==> src/hw/rtl/partitioned_clock_cool_replacement_macros.svh <==
// Assertion macros used by the back end of the replacement engine.
`ifndef PARTITIONED_CLOCK_COOL_REPLACEMENT_MACROS_SVH
`define PARTITIONED_CLOCK_COOL_REPLACEMENT_MACROS_SVH
`ifndef SYNTHESIS
`define PCCR_ASSERT_IMP(lbl, a, b) \
	lbl: assert property (@(posedge clk) disable iff (!arst_n) (a) |-> (b)) \
	else $error("assertion failed");
`define PCCR_ASSERT_NXT(lbl, a, b) \
	lbl: assert property (@(posedge clk) disable iff (!arst_n) (a) |=> (b)) \
	else $error("assertion failed");
`else
`define PCCR_ASSERT_IMP(lbl, a, b)
`define PCCR_ASSERT_NXT(lbl, a, b)
`endif
`endif

==> src/hw/rtl/pccr_pkg.sv <==
// Types and constants of the partitioned clock replacement engine.
package pccr_pkg;
	localparam int NUM_BUFFERS = 1024;
	localparam int MAX_PARTITIONS = 16;
	localparam int IDX_W = $clog2(NUM_BUFFERS);
	localparam int SIZE_W = IDX_W + 1;
	localparam int PART_W = (MAX_PARTITIONS > 1) ? $clog2(MAX_PARTITIONS) : 1;
	localparam int LG_W = 3;
	localparam int ID_W = 24;
	localparam int PIN_W = 16;
	localparam int CNT_W = 32;

	typedef enum logic [2:0] {
		CMD_HIT    = 3'd0,
		CMD_MISS   = 3'd1,
		CMD_LOAD   = 3'd2,
		CMD_VICTIM = 3'd3,
		CMD_PIN    = 3'd4,
		CMD_UNPIN  = 3'd5,
		CMD_DROP   = 3'd6,
		CMD_NONE   = 3'd7
	} cmd_t;

	localparam logic [1:0] ST_OK = 2'd0;
	localparam logic [1:0] ST_RANGE = 2'd1;
	localparam logic [1:0] ST_NOVICTIM = 2'd2;
	localparam logic [1:0] ST_SAT = 2'd3;

	localparam logic CFG_POOL_SIZE = 1'b0;
	localparam logic CFG_FIRST_ID = 1'b1;

	typedef struct packed {
		logic [SIZE_W-1:0] n;
		logic [LG_W-1:0]   lg;
		logic [ID_W-1:0]   first_id;
	} cfg_t;

	typedef struct packed {
		cmd_t              cmd;
		logic              in_range;
		logic [IDX_W-1:0]  idx;
		logic              vac;
		logic [PART_W-1:0] start;
	} word_t;

	typedef struct packed {
		logic  avail;
		word_t word;
	} fq_t;

	typedef struct packed {
		logic deq;
		logic clearing;
	} bk_t;
endpackage

==> src/hw/rtl/pccr_front.sv <==
// Front end: classifies incoming words and holds them in a two-entry queue.
module pccr_front (
	input  logic                 clk,
	input  logic                 arst_n,
	input  pccr_pkg::cfg_t       cfg,
	input  logic                 push,
	output logic                 full,
	input  logic [2:0]           cmd,
	input  logic [23:0]          buffer_id,
	input  logic                 vacuum_load,
	input  logic [15:0]          requester,
	input  pccr_pkg::bk_t        bk,
	output pccr_pkg::fq_t        fq
);
	pccr_pkg::word_t word_in;
	pccr_pkg::word_t slot_q [2];
	logic            wr_ptr_q, rd_ptr_q;
	logic [1:0]      cnt_q;
	logic [23:0]     diff;
	logic [pccr_pkg::PART_W-1:0] pmask;
	logic            enq;

	assign diff = buffer_id - cfg.first_id;
	assign pmask = pccr_pkg::PART_W'((1 << cfg.lg) - 1);

	always_comb begin
		word_in.cmd = pccr_pkg::cmd_t'(cmd);
		word_in.in_range = (buffer_id >= cfg.first_id) &&
			(diff < 24'(cfg.n));
		word_in.idx = diff[pccr_pkg::IDX_W-1:0];
		word_in.vac = vacuum_load;
		word_in.start = requester[pccr_pkg::PART_W-1:0] & pmask;
	end

	// No word is taken while the back end clears its table.
	assign full = (cnt_q == 2'd2) || bk.clearing;
	assign enq = push && !full;
	assign fq.avail = (cnt_q != 2'd0);
	assign fq.word = slot_q[rd_ptr_q];

	always_ff @(posedge clk) begin
		if (enq) slot_q[wr_ptr_q] <= word_in;
	end

	always_ff @(posedge clk or negedge arst_n) begin
		if (!arst_n) begin
			wr_ptr_q <= 1'b0;
			rd_ptr_q <= 1'b0;
			cnt_q <= 2'd0;
		end else begin
			if (enq) wr_ptr_q <= !wr_ptr_q;
			if (bk.deq) rd_ptr_q <= !rd_ptr_q;
			cnt_q <= cnt_q + 2'(enq) - 2'(bk.deq);
		end
	end
endmodule

==> config.mk <==
export PLATFORM = sky130hd
export DESIGN_NAME = pccr_front
export DESIGN_NICKNAME = d
export VERILOG_FILES = /design/src/hw/rtl/partitioned_clock_cool_replacement_macros.svh /design/src/hw/rtl/pccr_pkg.sv /design/src/hw/rtl/pccr_front.sv
export SDC_FILE = /design/constraint.sdc
export NUM_CORES = 1
export LEC_CHECK = 0
export BUFFER_PORTS_ARGS = -buffer_cell sky130_fd_sc_hd__buf_4
export CAP_MARGIN = 10
export CORE_MARGIN = 4
export CORE_UTILIZATION = 56
export CTS_CLUSTER_DIAMETER = 60
export DETAILED_ROUTE_END_ITERATION = 10
export GPL_ROUTABILITY_DRIVEN = 1
export GPL_TIMING_DRIVEN = 0
export MAX_ROUTING_LAYER = met4
export PLACE_DENSITY = 0.9
export SLEW_MARGIN = 20
export SYNTH_ARGS = -nofsm -noshare
export SYNTH_HDL_FRONTEND = slang
export SYNTH_SLANG_ARGS = --single-unit
==> constraint.sdc <==
create_clock -name clk -period 3.8 [get_ports clk]
set_input_delay 0.57 -clock clk [delete_from_list [all_inputs] [get_ports clk]]
set_output_delay 0.57 -clock clk [all_outputs]
set_load 0.05 [all_outputs]
Yosys cells after proc, flatten, opt, wreduce, memory -nomap -nowiden
Memory sizes are Yosys's and may differ from the RTL's. Cells that the tools add are included.

Memory bits (writable): 38. Input bits: 87. Word-level logic and storage cells: 22. Memories kept: 1. Flip-flop bits (word level): 4.

Memories: slot_q (depth 2, width 19, rd ports 1, clocked after memory_dff 0, wr ports 1, RTL line pccr_front.sv:16) `pccr_pkg::word_t slot_q [2];`.

Add/sub/neg operators: 4. Equality and inequality tests: 1. Reductions and logical operators: 7. Shifts and indexed selects: 1. Muxes and demuxes: 2. $lt $le $gt $ge: 2. Bitwise logic cells: 1.

Operators by type and width (number): 24-bit >= comparator (1); 24-bit by 11-bit less-than comparator with 1-bit output (1); 24-bit subtractor (1); 4-bit bitwise AND (1); 1-bit by 3-bit << shifter with 4-bit output (first input constant) (1); 4-bit by 2-bit subtractor with 4-bit output (second input constant) (1); 1-bit logical NOT (3); 2-bit by 1-bit adder with 2-bit output (1); 2-bit == test (second input constant) (1); 1-bit logical AND (2); 1-bit 2-to-1 mux (2); 2-bit nonzero test (1); 2-bit by 1-bit subtractor with 2-bit output (1); 1-bit logical OR (1).

Logic depth before layout (Yosys ltp)
Gate-level depths: netlist (run 1).

Depth after elaboration: 6. Mapped depth: 18. Mapped depth without buffers: 18.

Worst setup path after synthesis (run 1)
Ideal clock, no wire load.

Path kind: input port to flip-flop. Start: input buffer_id[0]. End: memory slot_q[0][15] (netlist name) (data pin). Path buffers: 0. Setup time: 0.203 ns. Path slack: -0.409 ns. Data arrival time: 4.005 ns. Data required time: 3.597 ns. Cell stages on the path: 17. Path through: inv_1 > ha_1 > fa_1 > nand2b_1 > a211oi_1 > o31ai_1 > nor2b_1 > xnor2_1 > ha_1 > a2111oi_4 > o211ai_1 > or4_1 > a211oi_2 > nand3_1 > nor4_1 > nand4_1 > a2111oi_2.

RTL lines: start, declared (RTL line pccr_front.sv:9) `input logic [23:0] buffer_id,`; end, declared (RTL line pccr_front.sv:16).

==> flow_summary_export.csv, run 1 <==
group,metric,value,unit
floorplan,num_io_pins,108,
timing,hold_viol,0,
power_and_ir_drop,p_per_area,467,mW/mm²
floorplan,die_y,85.1,µm
timing,slew_viol_final,0,
layout,fin_cells,531,
floorplan,initial_core_util,59.0,%
yosys,synth_top_family_by_area,"compound AO/OA/AOI/OAI gates",
yosys,synth.most_common_cell,"inv_1",
critical_path,crit_chain,"buf_8 -> inv_4 -> ha_4 -> fa_2 -> nand2b_4 -> a211oi_4 -> o31ai_2 -> nor2b_4 -> xnor2_2 -> ha_2 -> a2111oi_4 -> o211ai_1 -> or4_1 -> a211oi_2 -> nand3_1 -> nor4_2 -> nand4_1 -> a2111oi_4",
yosys,synth_top_cells_by_count,"inv_1 (48), edfxtp_1 (38), ha_1 (37)",
clock_tree,htree_levels,2,
yosys,ys.flop_type,"edfxtp_1",
yosys,synth_xor_area_share,4.48,%
route,drt_pass1_iterations,5,
timing,max_slew.worst_pin.slew,923,ps
yosys,yosysWarningCount,0,
yosys,ys_top_cells_by_area,"edfxtp_1 (34%), ha_1 (14%), mux2_2 (6.4%), inv_1 (5.4%), a21oi_1 (4.7%)",
place,dp_hpwl,6370,µm
critical_path,worst_ep_arrival_time,4040,ps
global_route,antenna_found_initial,0,
yosys,synth.cell_area,0.00333,mm²
clock_tree,cts_tree,"done",
layout,finalNetCount,584,
yosys,ys_ff_latch,42,
critical_path,crit_path_max_fanout,2,
global_route,grt_usage,23.3,%
power_and_ir_drop,peakVddDrop,415,µV
timing,setup_viol,2,
yosys,synth_fa_ha_area_share,14.5,%
route,drt-total-wl,8390,µm
timing,fmax,253,MHz
global_route,grt_max_degree,20,
clock_tree,clockBufferDepth,2,
yosys,synth_nets,474,
worst_hold_path,hold_path.class,"in2async",
place,gp_congestion,0.856,
route,route.detailed.wl_per_inst,15.8,µm
floorplan,die_x,85.1,µm
floorplan,die_area,0.00724,mm²
critical_path,ff2ff_path_depth,3,
layout,syn2layout_area_growth,32.0,%
critical_path,crit_type,"in2reg",
yosys,synth_simple_gate_area_share,13.5,%
critical_path,crit_path_end_kind,"flip-flop",
yosys,synth_top_cell_area_share,34.3,%
floorplan,core,0.00564,mm²
timing,setup_tns,-312,ps
timing,finalCritPeriodShare,104,%
clock_tree,numCtsBuffers,5,
job,cap_violations,0,
route,drt_iter0_markers,151,
global_route,grt_pass1_wl,13400,µm
floorplan,std_cell_rows,27,
critical_path,slowest_delay,420,ps
timing,layout_setup_ws,-156,ps
power_and_ir_drop,p_leak,2.02,nW
yosys,yosys.area.top_type,"edfxtp_1",
yosys,synth_cell_types,48,
critical_path,critPathSlowestCell,"or4_1",
yosys,synthesis.instances,349,
route,drcViolationCount,0,
critical_path,cp_common_cell,"a2111oi_4",
clock_tree,cts-root-buf,"clkbuf_8",
layout,drive_above_1_share,32.5,%
route,postRouteAntennaNets,0,
critical_path,setup.worst_path.start_class,"input port",
layout,ff_latch_area,0.00124,mm²
place,dp.cells,517,
yosys,synth-compound-area-share,16.3,%
place,io_buffers,95,
layout,multi_input_comb_area,0.00196,mm²
global_route,grt_pass1_vias,2985,
yosys,synth_edf_count,38,
layout,fill_cells,369,
timing,period_minus_slack,3960,ps
clock_tree,path_clk_slew,70,ps
yosys,synth_mux_area_share,7.63,%
yosys,ys_seq_area_share,37.3,%
clock_tree,clock-sinks,42,
yosys,async_flop_share,9.52,%
global_route,gr-total-overflow,0,
layout,n_antenna_cell,0,
route,vias,3039,
timing,finClkSkew,5.77,ps
outcome,status,"finished with violations",
clock_tree,insertion_delay,290,ps
route,vias_per_cell,5.72,
outcome,violations,"negative setup slack",
timing,rsz0062_at_grt,"yes",
critical_path,worstPathRequired,3890,ps
yosys,syn_area_per_cell,9.53,µm²
timing,max_slew_margin,38.5,%
[stage by stage]
step	util (%)	power, mW	cell area [µm²]	worst slack (ps)	hold slack [ps]
after CTS	77.2	2.04	4360	-74.0	57.7
after floorplan	-	1.39	3360	6.86	274
after detailed placement	74.1	1.70	4180	-646	370
after global placement	73.8	1.66	4170	-546	369
after global routing	77.9	2.15	4390	-312	60.2
final	77.9	2.05	4390	-156	64.3
[worst max-delay path, delay by kind of cell]
family	cells	cell delay [ps]
simple gates	6	1330
compound gates	6	1150
fa+ha+maj	3	740
xor+xnor	1	140
buf+inv	2	100
[timing repair]
item,in CTS,in global routing
hold buffers,0,0
setup endpoints to repair,2,2
pin swaps,2,2
resized for setup,8,5
setup buffers,5,2
[layer usage]
metal | routed length (µm) | up-vias | GRT usage, %
met2 | 4390 | 141 | 41.9
met5 | 0 | - | -
met4 | 183 | 0 | 8.63
met1 | 3300 | 1414 | 26.9
met3 | 527 | 19 | 1.84
li1 | - | 1465 | -
[cells in the final DEF (no fill, tap or decap), types with 2 or more instances in the layout]
cell type  synthesis  layout
nor2_1            25      24
edfxtp_1          38      38
a21o_1             7       7
a2111oi_4          1       2
buf_4              0     100
and2_1             5       5
o211ai_1           2       2
ha_1              37      35
clkbuf_8           0       5
xor2_1             2       2
nand3_1            9       9
o31ai_1            4       3
buf_2              2       2
a31oi_1            5       5
dfrtp_1            4       4
inv_1             48      47
buf_6              0       2
a21oi_1           31      31
clkbuf_1           5       5
a211oi_1           4       3
mux2_2            19      19
mux2i_1            4       4
nand2b_1           5       4
o21a_1             2       2
nor3_1             5       5
and3_1             3       3
nor2b_1           10       9
xnor2_1           15      14
nand2b_4           1       2
o21ai_1            2       4
o21ai_0           15      12
nand2_1           19      19
[registers in the layout, summed over array words and instances, names as in the netlist]
signal	flops
rd_ptr_q	1
wr_ptr_q	1
cnt_q	2
slot_q	38
[layout make-up]
class | instances | share of cell area (%)
clock buffers | 5 | 1.57
inverters | 48 | 4.16
flip-flops and latches | 42 | 28.3
plain buffers | 7 | 0.655
multi-input cells | 252 | 44.6
well taps | 72 | 2.05
repair buffers | 103 | 17.9
clock inverters | 2 | 0.769
[where the power goes]
group	switching, mW	internal (mW)
Clock	0.138	0.190
Combinational	0.677	0.420
Sequential	0.0300	0.599
[path summary, 6_finish.rpt]
kind                         startpoint  slack [ps]       endpoint
max                        buffer_id[0]        -160  slot_q[1][15]
min                              arst_n          60       rd_ptr_q
max reg2reg                    cnt_q[0]        1980  slot_q[1][12]
min reg2reg                    cnt_q[1]         500       cnt_q[1]
max in group asynchronous        arst_n        3640       wr_ptr_q
min in group clk            vacuum_load         470   slot_q[1][4]
[cell families (layout without fill, tap and decap cells)]
group                      count (synthesis)  after routing
and+or+nand+nor                           90             90
AOI/OAI and AO/OA                         84             84
buffers and inverters                     55            165
DFF                                       42             42
adders and majority gates                 38             38
muxes                                     23             23
xor gates and xnor gates                  17             17
Note: power is estimated with default switching activity, not from simulation.
==> run 2: changes to the inputs <==
SETUP_SLACK_MARGIN = 0.02   (was default)
==> flow_summary_export.csv, run 2 (synthesized netlist as in run 1, its figures left out) <==
group,metric,value,unit
outcome,status,"finished with violations",
outcome,violations,"negative setup slack",
route,drt-total-wl,7910,µm
timing,rsz0062_at_grt,"yes",
power_and_ir_drop,power,1.99,mW
critical_path,worst_ep_arrival_time,4030,ps
floorplan,core,0.00564,mm²
critical_path,crit_type,"in2reg",
timing,setup_tns,-262,ps
global_route,grtUsageMet3,2.52,%
layout,finalNetCount,583,
place,dp_hpwl,6380,µm
power_and_ir_drop,power_switching,0.845,mW
layout,top_register,"slot_q",
clock_tree,htree_levels,2,
clock_tree,numCtsBuffers,5,
power_and_ir_drop,p_per_area,455,mW/mm²
layout,final_cell_mix,"buf_4 (99), inv_1 (47), edfxtp_1 (38), ha_1 (35), a21oi_1 (31)",
clock_tree,cts_tree,"done",
global_route,grt-busiest-layer,"met2",
floorplan,num_io_pins,108,
critical_path,worstPathRequired,3900,ps
layout,drive_above_1_share,32.2,%
global_route,grt_pass1_wl,12600,µm
critical_path,path_delay_family,"simple AND/OR/NAND/NOR gates",
place,dp.cells,517,
critical_path,cp_common_cell,"a2111oi_4",
power_and_ir_drop,p_sw_share,42.5,%
place,io_buffers,95,
route,route.detailed.wl_per_inst,14.9,µm
floorplan,initial_core_util,59.0,%
global_route,grt_usage,21.9,%
layout,syn2layout_area_growth,31.5,%
timing,hold_viol,0,
power_and_ir_drop,pwr-share-seq,31.6,%
timing,max_slew.worst_pin.slew,885,ps
worst_hold_path,hold_path.class,"in2async",
timing,period_minus_slack,3930,ps
critical_path,crit_path_max_fanout,2,
critical_path,reg2reg_slack,2000,ps
critical_path,timing.rr.start,"cnt_q[0]",
timing,layout_setup_ws,-131,ps
critical_path,worst-path-buf-inv,2,
route,vias,2925,
layout,largest_reg_flops,38,
clock_tree,clock-sinks,42,
critical_path,slowest_delay,420,ps
global_route,grt_pass1_vias,2831,
global_route,gr-total-overflow,0,
power_and_ir_drop,p_leak,2.00,nW
timing,max_slew_margin,41.0,%
floorplan,die_x,85.1,µm
critical_path,r2r-end,"slot_q[1][3]",
floorplan,die_area,0.00724,mm²
critical_path,setup.worst_path.start_class,"input port",
route,vias_per_cell,5.51,
power_and_ir_drop,p_clk_share,13.7,%
critical_path,ff2ff_path_depth,3,
global_route,antenna_found_initial,0,
global_route,use_met2,40.5,%
layout,fin_cells,531,
timing,setup_viol,2,
route,postRouteAntennaNets,0,
route,drt_iter0_markers,177,
timing,finalCritPeriodShare,103,%
floorplan,std_cell_rows,27,
route,drcViolationCount,0,
layout,reg_top3,"slot_q x38, cnt_q x2",
job,cap_violations,0,
power_and_ir_drop,peakVddDrop,384,µV
timing,finClkSkew,4.28,ps
place,gp_congestion,0.863,
clock_tree,clockBufferDepth,2,
timing,fmax,254,MHz
power_and_ir_drop,p_int,1.14,mW
power_and_ir_drop,power_frac_comb,54.7,%
critical_path,crit_chain,"buf_8 -> inv_12 -> ha_4 -> fa_2 -> nand2b_4 -> a211oi_4 -> o31ai_2 -> nor2b_4 -> xnor2_1 -> ha_2 -> a2111oi_4 -> o211ai_1 -> or4_1 -> a211oi_2 -> nand3_1 -> nor4_2 -> nand4_1 -> a2111oi_4",
layout,n_antenna_cell,0,
layout,fill_cells,369,
clock_tree,cts-root-buf,"clkbuf_8",
floorplan,die_y,85.1,µm
timing,slew_viol_final,0,
critical_path,crit_path_end_kind,"flip-flop",
clock_tree,path_clk_slew,70,ps
critical_path,critPathSlowestCell,"or4_1",
global_route,grtUsageMet1,25.4,%
critical_path,cp.depth,18,
route,drt_pass1_iterations,5,
layout,layout_commonest_cell,"buf_4",
global_route,grt_max_degree,20,
clock_tree,insertion_delay,300,ps
[run 2: changes by cell type in the layout (fill, tap and decap cells not counted), sizes merged]
cell      previous run  this run
clkinv               1         2
clkinvlp             0         1
buf                105       104
bufinv               1         0
[run 2: area by class of cell]
type	instances	area [µm²]	share of cell area, %
Timing Repair Buffer	102	785	17.9
Multi-Input combinational cell	252	1950	44.6
Sequential cell	42	1240	28.4
Tap cell	72	90.1	2.06
Clock inverter	3	16.3	0.372
Buffer	7	28.8	0.658
Inverter	48	193	4.41
Clock buffer	5	68.8	1.57
[run 2: power by group through the flow]
stage | sequential, mW | combinational, mW | clock (mW)
global placement | 0.632 | 1.03 | 0
detailed placement | 0.640 | 1.06 | 0
finish | 0.629 | 1.09 | 0.272
global route | 0.636 | 1.17 | 0.291
floorplan | 0.628 | 0.763 | 0
CTS | 0.630 | 1.08 | 0.275
[run 2: metrics by stage]
stage	util, %	hold slack, ps	setup WS [ps]	cell area [µm²]
final	77.5	54.4	-131	4370
after floorplan	-	274	12.2	3370
after global placement	74.0	370	-572	4180
after CTS	77.2	53.1	-38.7	4360
after global routing	77.5	53.3	-231	4370
after detailed placement	74.3	368	-605	4190
[run 2: worst max path at each step]
| stage | slack (ps) | from | to |
|---|---|---|---|
| 2_1_floorplan | 10 | buffer_id[0] | slot_q[0][15] |
| 3_3_place_gp | -570 | buffer_id[0] | slot_q[1][15] |
| 3_5_place_dp | -610 | buffer_id[0] | slot_q[0][15] |
| 4_1_cts | -40 | buffer_id[0] | slot_q[0][15] |
| 5_1_grt | -230 | buffer_id[0] | slot_q[0][15] |
| 6_report | -130 | buffer_id[0] | slot_q[0][15] |
[run 2: timing repair]
action | 4_1_cts | 5_1_grt
endpoints found under the setup margin | 2 | 2
gates resized for setup | 8 | 2
buffers inserted | 6 | 0
hold buffers | 0 | 0
pin swaps | 2 | 1
[run 2: per-layer routing]
metal / vias to the layer above / part of all wire, %
li1: 1462 / -
met1: 1327 / 40
met2: 122 / 53
met3: 14 / 6.1
met4: 0 / 1.2
met5: - / 0
==> run 3: changes to the inputs <==
PLACE_DENSITY = 0.87   (was 0.9)
REMOVE_ABC_BUFFERS = 1   (was default)
==> flow_summary_export.csv, run 3 (synthesized netlist as in run 1, its figures left out) <==
group,metric,value,unit
layout,largest_reg_flops,38,
layout,syn2layout_area_growth,30.1,%
power_and_ir_drop,p_leak,1.98,nW
critical_path,r2r-end,"slot_q[1][15]",
floorplan,die_area,0.00724,mm²
layout,stdcell_area,0.00433,mm²
timing,period_minus_slack,3920,ps
place,dp_slack,-1120,ps
layout,final_cell_mix,"buf_4 (98), inv_1 (47), edfxtp_1 (38), ha_1 (35), a21oi_1 (30)",
floorplan,initial_core_util,59.0,%
floorplan,die_y,85.1,µm
job,cap_violations,0,
layout,top_register,"slot_q",
timing,rsz0062_at_grt,"yes",
layout,fill_cells,390,
global_route,grt_pass1_wl,13800,µm
power_and_ir_drop,p_per_area,457,mW/mm²
layout,reg_top3,"slot_q x38, cnt_q x2",
timing,max_slew_margin,40.5,%
layout,n_antenna_cell,0,
clock_tree,path_clk_slew,70,ps
global_route,grt_usage,23.9,%
clock_tree,cts_tree,"done",
place,dp_hpwl,6360,µm
power_and_ir_drop,peakVddDrop,469,µV
critical_path,timing.rr.start,"cnt_q[0]",
place,io_buffers,95,
route,drt_pass1_iterations,5,
global_route,gr-total-overflow,0,
floorplan,num_io_pins,108,
timing,hold_slack,61.9,ps
route,drcViolationCount,0,
timing,fmax,255,MHz
outcome,violations,"negative setup slack",
route,vias_per_cell,5.65,
floorplan,std_cell_rows,27,
place,place_area,0.00412,mm²
floorplan,die_x,85.1,µm
clock_tree,insertion_delay,290,ps
route,drt_iter0_markers,159,
layout,finalNetCount,575,
critical_path,crit_path_end_kind,"flip-flop",
timing,slew_viol_final,0,
timing,setup_viol,2,
critical_path,setup.worst_path.start_class,"input port",
critical_path,crit_type,"in2reg",
critical_path,worstPathRequired,3890,ps
global_route,grt_pass1_vias,3050,
clock_tree,hold_buffers,0,
clock_tree,clockBufferDepth,2,
route,postRouteAntennaNets,0,
timing,finClkSkew,6.38,ps
route,route.detailed.wl_per_inst,15.7,µm
route,vias,2954,
critical_path,crit_path_max_fanout,2,
clock_tree,cts-root-buf,"clkbuf_8",
critical_path,ff2ff_path_depth,3,
critical_path,worst_ep_arrival_time,4000,ps
critical_path,startpoint,"buffer_id[0]",
layout,drive_above_1_share,32.4,%
power_and_ir_drop,power,1.98,mW
global_route,grt_max_degree,21,
worst_hold_path,hold_path.class,"in2async",
place,gp_congestion,0.894,
critical_path,reg2reg_slack,1940,ps
timing,hold_viol,0,
layout,fin_util,76.7,%
timing,max_slew.worst_pin.slew,892,ps
timing,finalCritPeriodShare,103,%
route,drt-total-wl,8230,µm
outcome,status,"finished with violations",
floorplan,core,0.00564,mm²
clock_tree,htree_levels,2,
layout,layout_commonest_cell,"buf_4",
clock_tree,numCtsBuffers,5,
timing,layout_setup_ws,-117,ps
clock_tree,clock-sinks,42,
global_route,antenna_found_initial,0,
## run 3: changes by cell type in the layout (fill, tap and decap cells not counted), sizes merged
cell      change
buf           -3
clkbuf        -4
clkinvlp      -1
## run 3: layer usage
metal	routed length, µm	part of all wire [%]	GRT usage (%)
met5	0	0	-
met4	204	2.5	9.06
met3	419	5.1	1.84
met2	4180	51	42.4
met1	3420	42	27.9
## run 3: what timing repair did
action	4_1_cts	5_1_grt
buffers inserted	2	3
pin swaps	14	3
endpoints found under the setup margin	2	2
resized for setup	17	6
## run 3: final cells by class
cell class              count  area, µm²  share of cell area [%]
multi-input cells         252       1960                    45.4
clock inverters             2       8.76                   0.202
inverters                  48        183                    4.22
well taps                  72       90.1                    2.08
repair buffers            101        769                    17.8
clock buffers               6       72.6                    1.68
flip-flops and latches     42       1240                    28.7
## run 3: per-stage QoR
stage,setup TNS [ps],cells
6_report,-233,523
3_3_place_gp,-2200,509
4_1_cts,-344,520
3_5_place_dp,-2240,510
5_1_grt,-470,523
2_1_floorplan,-818,342
## run 3: where the power goes
group / switching, mW / leakage [nW] / total [mW] / internal (mW)
Sequential: 0.0684 / 0.393 / 0.667 / 0.598
Clock: 0.142 / 0.0426 / 0.269 / 0.126
Combinational: 0.626 / 1.55 / 1.04 / 0.415
Total: 0.837 / 1.98 / 1.98 / 1.14
## run 3: how the worst max path moves through the flow
stage	end	slack, ps	depth (start not counted)
2_1_floorplan	slot_q[0][15]	-410	17
3_3_place_gp	slot_q[0][15]	-1100	17
3_5_place_dp	slot_q[1][15]	-1120	17
4_1_cts	slot_q[1][15]	-170	18
5_1_grt	slot_q[1][15]	-240	18
6_report	slot_q[1][15]	-120	18
## run 3: worst max-delay path: stages
cell and delay [ps]:
buf_6 80, inv_4 30, ha_4 150, fa_2 400, nand2b_4 160, a211oi_4 240, o31ai_2 120, nor2b_4 150
xnor2_2 140, ha_2 200, a2111oi_4 220, o211ai_1 130, or4_1 420, a211oi_2 200, nand3_1 120, nor4_2 170
nand4_1 220, a2111oi_4 270
